[src/design/iwm_pkg.sv]
// Shared types and constants for the interarrival window median unit.
package iwm_pkg;

  localparam int unsigned IWM_WINDOW_DEF = 100;
  localparam int unsigned TIME_W         = 64;
  localparam int unsigned LOG_W          = 16;
  localparam int unsigned MANT_W         = 32;
  localparam int unsigned FRAC_BITS      = 20;
  localparam int unsigned EXP_W          = 7;
  localparam int unsigned NORM_STEPS     = 6;
  localparam int unsigned STEP_W         = 5;

  // ln 2 in Q0.32, rounded to nearest
  localparam logic [MANT_W-1:0] LN2_Q32  = 32'd2977044472;

  // request into the window engine
  typedef struct packed {
    logic              start;
    logic              push;
    logic [TIME_W-1:0] value;
  } win_req_t;

  // answer from the window engine
  typedef struct packed {
    logic              done;
    logic [TIME_W-1:0] median;
  } win_rsp_t;

  // request into the log1p unit
  typedef struct packed {
    logic              start;
    logic [TIME_W-1:0] x;
  } log_req_t;

  // answer from the log1p unit
  typedef struct packed {
    logic             done;
    logic [LOG_W-1:0] result;
  } log_rsp_t;

endpackage

[src/design/iwm_log_unit.sv]
// Iterative log1p in unsigned 6.10 fixed point around one shared 32x32 multiplier.
module iwm_log_unit
  import iwm_pkg::*;
(
  input  logic     clk,
  input  logic     rst_n,
  input  log_req_t req,
  output log_rsp_t rsp
);

  typedef enum logic [4:0] {
    L_IDLE = 5'b00001,
    L_NORM = 5'b00010,
    L_SQ   = 5'b00100,
    L_MUL  = 5'b01000,
    L_DONE = 5'b10000
  } lstate_t;

  lstate_t state_r, state_nxt;

  logic [TIME_W-1:0]    m_r, m_nxt;
  logic [5:0]           z_r, z_nxt;
  logic                 special_r, special_nxt;
  logic [STEP_W-1:0]    step_r, step_nxt;
  logic [MANT_W-1:0]    t_r, t_nxt;
  logic [FRAC_BITS-1:0] frac_r, frac_nxt;
  logic [LOG_W-1:0]     res_r, res_nxt;

  logic [6:0]           shamt;
  logic [TIME_W-1:0]    hi_mask;
  logic [EXP_W-1:0]     expo;
  logic [MANT_W-1:0]    mul_a, mul_b;
  logic [2*MANT_W-1:0]  prod;
  logic [MANT_W:0]      sq;
  logic [2*MANT_W-1:0]  rounded;

  // normalize step: shift by 32,16,8,4,2,1 when the top bits are clear
  assign shamt   = 7'd32 >> step_r[2:0];
  assign hi_mask = ~({TIME_W{1'b1}} >> shamt);
  assign expo    = special_r ? 7'd64 : (7'd63 - {1'b0, z_r});

  // the one multiplier: squaring steps, then scaling by ln 2
  always_comb begin
    mul_a = t_r;
    mul_b = t_r;
    if (state_r == L_MUL) begin
      mul_a = {{(MANT_W-EXP_W-FRAC_BITS){1'b0}}, expo, frac_r};
      mul_b = LN2_Q32;
    end
  end
  assign prod    = mul_a * mul_b;
  assign sq      = prod[2*MANT_W-1:MANT_W-1];
  assign rounded = prod + (64'd1 << 41);

  always_comb begin
    state_nxt   = state_r;
    m_nxt       = m_r;
    z_nxt       = z_r;
    special_nxt = special_r;
    step_nxt    = step_r;
    t_nxt       = t_r;
    frac_nxt    = frac_r;
    res_nxt     = res_r;
    case (state_r)
      // a new request may arrive in the same cycle that the previous result is shown
      L_IDLE, L_DONE: begin
        state_nxt = L_IDLE;
        if (req.start) begin
          special_nxt = &req.x;
          m_nxt       = (&req.x) ? {1'b1, {(TIME_W-1){1'b0}}} : req.x + 64'd1;
          z_nxt       = '0;
          step_nxt    = '0;
          state_nxt   = L_NORM;
        end
      end
      L_NORM: begin
        if ((m_r & hi_mask) == '0) begin
          m_nxt = m_r << shamt;
          z_nxt = z_r + shamt[5:0];
        end
        if (step_r == STEP_W'(NORM_STEPS - 1)) begin
          step_nxt  = '0;
          state_nxt = L_SQ;
        end else begin
          step_nxt = step_r + 1'b1;
        end
      end
      L_SQ: begin
        // t enters as the normalized mantissa, Q1.31
        frac_nxt = {frac_r[FRAC_BITS-2:0], sq[MANT_W]};
        t_nxt    = sq[MANT_W] ? sq[MANT_W:1] : sq[MANT_W-1:0];
        if (step_r == STEP_W'(FRAC_BITS - 1)) begin
          state_nxt = L_MUL;
        end else begin
          step_nxt = step_r + 1'b1;
        end
      end
      L_MUL: begin
        res_nxt   = rounded[41+LOG_W:42];
        state_nxt = L_DONE;
      end
      default: begin
        state_nxt = L_IDLE;
      end
    endcase
    // load mantissa when leaving normalization
    if (state_r == L_NORM && step_r == STEP_W'(NORM_STEPS - 1)) begin
      t_nxt    = m_nxt[TIME_W-1:TIME_W-MANT_W];
      frac_nxt = '0;
    end
  end

  always_ff @(posedge clk) begin
    if (!rst_n) begin
      state_r <= L_IDLE;
    end else begin
      state_r <= state_nxt;
    end
    m_r       <= m_nxt;
    z_r       <= z_nxt;
    special_r <= special_nxt;
    step_r    <= step_nxt;
    t_r       <= t_nxt;
    frac_r    <= frac_nxt;
    res_r     <= res_nxt;
  end

  assign rsp.done   = (state_r == L_DONE);
  assign rsp.result = res_r;

endmodule

[config.mk]
export PLATFORM = sky130hd
export DESIGN_NAME = iwm_log_unit
export DESIGN_NICKNAME = d
export VERILOG_FILES = /design/src/design/iwm_pkg.sv /design/src/design/iwm_log_unit.sv
export SDC_FILE = /design/constraint.sdc
export NUM_CORES = 2
export LEC_CHECK = 0
export BUFFER_PORTS_ARGS = -buffer_cell sky130_fd_sc_hd__buf_2
export CAP_MARGIN = 10
export CELL_PAD_IN_SITES_DETAIL_PLACEMENT = 1
export CELL_PAD_IN_SITES_GLOBAL_PLACEMENT = 2
export CORE_UTILIZATION = 34
export CTS_BUF_LIST = sky130_fd_sc_hd__clkbuf_8 sky130_fd_sc_hd__clkbuf_16
export DETAILED_ROUTE_END_ITERATION = 8
export PLACE_DENSITY = 0.7
export SYNTH_ARGS = -nofsm -noshare
export SYNTH_HDL_FRONTEND = slang
export SYNTH_SLANG_ARGS = --single-unit
[constraint.sdc]
create_clock -name clk -period 10.62 [get_ports clk]
set_input_delay 2.124 -clock clk [delete_from_list [all_inputs] [get_ports clk]]
set_output_delay 2.124 -clock clk [all_outputs]
set_load 0.02 [all_outputs]
* After elaboration in Yosys (flattened, before gate mapping)
Cells that the tools add are included.
** Word-level totals
- Flip-flop bits (word level) :: 149
- Latch bits :: 0
- Bits in writable memories :: 0
- Bits in read-only memories :: 0
- Input port bits :: 67
- Output and inout bits :: 17
- Logic and storage cells :: 64
- Memories :: 0
** Cells by class
- Add/subtract/negate cells :: 5
- Multipliers :: 1
- Div/mod/pow operators :: 0
- Order comparisons :: 0
- Eq/ne operators :: 12
- Shifts and indexed selects :: 3
- Mux-type cells :: 21
- Bitwise operators :: 2
- Reduce and logical (&&, ||, !) cells :: 11
** Operators by type and width (count)
- $mux W64 :: 3
- $mux W32 :: 5
- $pmux W64 S2 :: 1
- $add A64 B1 Y64 const B :: 1
- $and A64 B64 Y64 :: 1
- $logic_not A64 Y1 :: 1
- $mul A32 B32 Y64 :: 1
- $not A64 Y64 :: 1
- $reduce_and A64 Y1 :: 1
- $shl A64 B7 Y64 :: 1
- $shr A64 B7 Y64 const A :: 1
- $add A58 B42 Y58 const B :: 1
- $mux W5 :: 5
- $pmux W5 S4 :: 1
- $pmux W5 S3 :: 1
- $mux W6 :: 2
- $pmux W6 S2 :: 1
- $eq A5 B3 Y1 const B :: 2
- $eq A5 B5 Y1 const B :: 2
- $ne A2 B2 Y1 const B :: 5
- $mux W7 :: 1
- $shr A6 B3 Y7 const A :: 1
- $sub A6 B6 Y7 const A :: 1
- $add A6 B6 Y6 :: 1
- 11 further kinds :: 14

* Depth between registers and ports, before layout
- Depth after elaboration :: 8
- Gate-level depth with buffers :: 39
- Mapped depth without buffers :: 33

* Least setup slack after synthesis
Ideal clock, no wire load.
- Kind :: register -> register
- Start point :: register state_r[4]
- End point :: register res_r[15], data pin
- Setup time :: 0.264 ns
- Data arrival time :: 9.469 ns
- Data required time :: 10.356 ns
- Slack :: 0.888 ns
- Cell stages (with the launch flop) :: 32
- Buffers on the path :: 6
- Clock period less this slack :: 9.732 ns
- Path through :: dfxtp_1 > nor3_2 > nand2_1 > clkbuf_1 > inv_1 > clkbuf_1 > clkbuf_1 > buf_1 > a21oi_1 > fa_1 > fa_1 > fa_1 > fa_1 > inv_1 > fa_1 > fa_1 > fa_1 > fa_1 > ha_1 > clkbuf_1 > nand3_1 > or4_1 > a211o_1 > a211oi_1 > o21ba_2 > o21ai_0 > a211o_1 > and4bb_2 > and2_4 > buf_6 > nand4_1 > xor2_1
** On the way
- Word-level cells in the longest chain between the ends :: 4
- Elaborated cells on any way between the ends :: 5
- Those cells by class :: add/sub: 1; mul: 1; eq/ne: 1; mux: 2
** RTL lines
- start, declared :: line iwm_log_unit.sv:19 : lstate_t state_r, state_nxt;
- start signal, assigned :: line iwm_log_unit.sv:117 : state_r <= state_nxt;
- $eq A5 B4 Y1 * :: line iwm_log_unit.sv:46 : if (state_r == L_MUL) begin
- $mux W32 :: line iwm_log_unit.sv:46
- $mul A32 B32 Y64 * :: line iwm_log_unit.sv:51 : assign prod = mul_a * mul_b;
- $add A58 B42 Y58 * :: line iwm_log_unit.sv:53 : assign rounded = prod + (64'd1 << 41);
- via rounded[57] :: line iwm_log_unit.sv:35 : logic [2*MANT_W-1:0] rounded;
- end signal, assigned :: line iwm_log_unit.sv:125 : res_r <= res_nxt;
- end, declared :: line iwm_log_unit.sv:27 : logic [LOG_W-1:0] res_r, res_nxt;
Mark *: on every way through the listed nets, which the timed path passes. The rest lies on a longest branch.
A chain may end at the register's enable or synchronous reset.

* Worst setup path in the final report
- Start point :: register state_r[3]
- End point :: register t_r[15], data pin
** On the way
- Word-level cells in the longest chain between the ends :: 6
- Elaborated cells on any way between the ends :: 13
- Those cells by class :: mul: 1; eq/ne: 4; mux: 6; reduce/logical: 2
** RTL lines
- $eq A5 B4 Y1 :: line iwm_log_unit.sv:46
- $mux W32 :: line iwm_log_unit.sv:46
- $mul A32 B32 Y64 :: line iwm_log_unit.sv:51
- $mux W32 :: line iwm_log_unit.sv:91 : t_nxt = sq[MANT_W] ? sq[MANT_W:1] : sq[MANT_W-1:0];
- $mux W32 :: line iwm_log_unit.sv:64 : case (state_r)
- $mux W32 * :: line iwm_log_unit.sv:107 : if (state_r == L_NORM && step_r == STEP_W'(NORM_STEPS - 1)) begin
- via t_nxt[15] :: line iwm_log_unit.sv:25 : logic [MANT_W-1:0] t_r, t_nxt;
- end signal, assigned :: line iwm_log_unit.sv:123 : t_r <= t_nxt;
- end, declared :: line iwm_log_unit.sv:25
Mark *: on every way through the listed nets, which the timed path passes. The rest lies on a longest branch. The select of a mux whose other input is x is not followed.

==> out/results.txt <==
WP buf/inv: 9
Count of boundary I/O pins: 84
Antenna-violating nets left: 0
Area of the mapped netlist: 44300 sq um
CTS Buf Count: 17
Critical path startpoint: state_r[3]$_SDFFE_PN0P_
Wire length of the first global-routing pass: 288000 microns
Layout Skew: 0.0239 ns
Flops & latches, synth: 149
Cells after synthesis: 5041
Width of the die: 363 microns
Type of origin of the critical path: flip-flop
Type of the worst min-delay path: flip-flop to flip-flop
Die Outline Area: 132000 sq um
PD cells: 76.4 nW/um^2
Startpoint-to-endpoint class of the critical path: flip-flop to flip-flop
Average wire per cell in the routed design: 28.5 microns
Synth warnings: 0
Clk Tree Root Cell: clkbuf_16
Number of buffers between clock root and the deepest sink: 2
Part of the Yosys area used for sequential elements: 0.0882
Final-report hold violation count: 0
Final Worst Setup Slack: 0.316 ns
Async set or reset register ratio after synthesis: 0
Leakage: 24.1 nW
Crit path DAT: 10.63 ns
Global routing usage summed across all routing layers: 0.303
Sum of overflow across all layers after global routing: 0
Minimum period implied by the final worst setup slack: 10.30 ns
Core Rows: 132
Number of detailed-routing iterations run before antenna repair: 5
Detailed-route wire length: 195000 microns
Max Freq: 97.1 MHz
Peak supply drop: 128 uV
Number of antenna violations at the first check in global routing: 11
Post-synth cell types: 88
Drt drc: 0
Vias in the first global route: 41.3k
Largest net degree at the start of global routing: 74
Delay of the slowest cell on the worst path: 0.60 ns
CORE AREA: 129000 sq um
Die Height: 363 microns
Dominant synthesized flop cell: edfxtp_1
Setup Viol. Count Final: 0
Total nets after synthesis: 6275
Worst Path Max Fanout: 73
Level count of the clock H-tree: 4
Hold path startpoint: frac_r[7]$_SDFFE_PP0P_
Avg Vias per Cell: 5.47
Family of cells with the greatest summed delay on the critical path: adder cells
Count of flip-flops with a built-in enable after synthesis: 92
Max_slew headroom: 0.226
# Max-Cap Violations: 0
Initial Utilization: 0.342
Final net count: 6329
Data required time at the worst endpoint: 10.94 ns
Number of max-slew violations in the final report: 0
Port bufs: 83
Worst setup slack after placement: 0.270 ns
Number of clock sinks: 149
Crit path max-delay cell type: fa_1
Library cell with the largest summed area after synthesis: fa_1
CTS clk-pin slew, worst paths: 0.07 ns
Top cell by count, worst path: fa_1
Vias: 37.5k
RSZ-0062 raised after global routing: no
Initial DRC count: 3222
Clock latency of the later-clocked register in the worst-skew pair: 0.48 ns
Number of hold-repair buffers added at the cts stage: 0
Proportion of netlist area held by the largest area contributor: 0.405
Result of the run: completed
Final weighted congestion in routability-driven placement: 0.986
R2R Path Start: state_r[3]$_SDFFE_PN0P_
Final TNS setup: 0 ns
Top cells by area, synth: fa_1 41%, inv_1 8.6%, ha_1 7.7%
TritonCTS clock tree: yes
Syn Area/Cell: 8.78 sq um
Synthesis-to-layout area growth: 9.05%
HPWL after detailed placement: 159000 microns
Category of the worst setup path capture point: flip-flop
Final critical-path share of the clock period: 0.970
Worst slew pin tran: 1.16 ns
Fraction of layout cells with a size suffix above 1: 0.0946
==> area by class of cell <==
| cell class | count | area (sq um) |
|---|---|---|
| Sequential cell | 149 | 3900 |
| Clock buffer | 17 | 425 |
| Fill cell | 15300 | 81000 |
| Multi-Input combinational cell | 3592 | 35500 |
| Antenna cell | 4 | 10.0 |
| Tap cell | 1742 | 2180 |
| Clock inverter | 15 | 129 |
| Timing Repair Buffer | 318 | 2260 |
| Inverter | 1017 | 3820 |
==> per-stage QoR <==
| step | hold slack (ns) | util | instances | power (mW) | area [sq um] |
|---|---|---|---|---|---|
| floorplan | 0.439 | - | 5041 | 2.15 | 44300 |
| global placement | 0.478 | 0.369 | 6816 | 3.01 | 47700 |
| detailed placement | 0.479 | 0.369 | 6817 | 3.03 | 47700 |
| CTS | 0.487 | 0.373 | 6849 | 3.66 | 48200 |
| global route | 0.506 | 0.373 | 6850 | 3.89 | 48300 |
| finish | 0.483 | 0.373 | 6854 | 3.69 | 48300 |
==> final timing paths <==
path	to	slack (ns)	cells past startpoint
setup / recovery	t_r[15]$_DFFE_PP_	0.32	32
setup reg to reg	t_r[15]$_DFFE_PP_	0.32	32
hold reg to reg	frac_r[8]$_SDFFE_PP0P_	0.48	2
hold / removal	frac_r[8]$_SDFFE_PP0P_	0.48	2
==> sequential cells by signal (all words and copies together), names as in the netlist <==
name	flops
z_r	6
frac_r	20
state_r	5
res_r	16
m_r	64
special_r	1
step_r	5
t_r	32
==> placed cells by master (no fill, tap or decap), types with 34 or more instances in the layout <==
master	count
a21oi_1	158
and2_1	39
and3_1	240
buf_2	83
buf_4	228
dfxtp_1	57
edfxtp_1	92
fa_1	896
ha_1	270
inv_1	1007
mux2i_1	93
mux4_2	62
nand2_1	738
nand3_1	63
nand4_1	34
nor2_1	349
o21ai_0	132
xnor2_1	58
xor2_1	55
==> synth_stat cells, types with 40 or more instances <==
cell      instances
nor2_1          350
ha_1            271
xnor2_1          58
mux2i_1          93
o21ai_0         133
nand3_1          63
nand2_1         740
inv_1          1009
clkbuf_1        244
fa_1            896
mux4_2           62
and2_1           40
a21oi_1         158
edfxtp_1         92
xor2_1           56
and3_1          240
dfxtp_1          57
==> power breakdown <==
group / switching, mW / internal (mW) / total [mW] / leakage (nW)
sequential: 0.0674 / 0.698 / 0.765 / 1.34
clock: 0.299 / 0.307 / 0.606 / 0.268
combinational: 1.45 / 0.863 / 2.31 / 22.5
total: 1.82 / 1.87 / 3.69 / 24.1
==> worst register-to-register path, delay by kind of cell, from the launching register on <==
kind	cells	cell delay (ns)
XOR/XNOR	1	0.17
AND/OR/NAND/NOR	6	1.77
AO/OA/AOI/OAI	6	1.31
adder cells (fa/ha/maj)	9	4.41
multiplexers	1	0.37
flip-flops	1	0.35
buffers and inverters	9	1.75
==> cells by family (layout without fill, tap and decap cells) <==
family                     Yosys count  in the layout  synth area share
adders and majority gates         1167           1167             0.482
xor gates and xnor gates           115            115            0.0229
other                                0              4                 0
and+or+nand+nor                   1612           1612             0.166
DFF                                149            149            0.0882
AOI/OAI and AO/OA                  537            537            0.0765
buffers and inverters             1300           1367             0.111
muxes                              161            161            0.0541
==> routing by layer <==
layer	routed length, microns	up-vias	GRT usage
met3	14800	347	0.0517
li1	-	16000	-
met2	91000	1512	0.494
met1	79700	19700	0.397
met4	9660	2	0.127
met5	13	-	0
==> what timing repair did <==
| action | in CTS | in global routing |
|---|---|---|
| setup buffers | 0 | 1 |
| gates resized for setup | 0 | 3 |
| setup endpoints to repair | 0 | 32 |
Note: power is estimated with default switching activity, not from simulation.
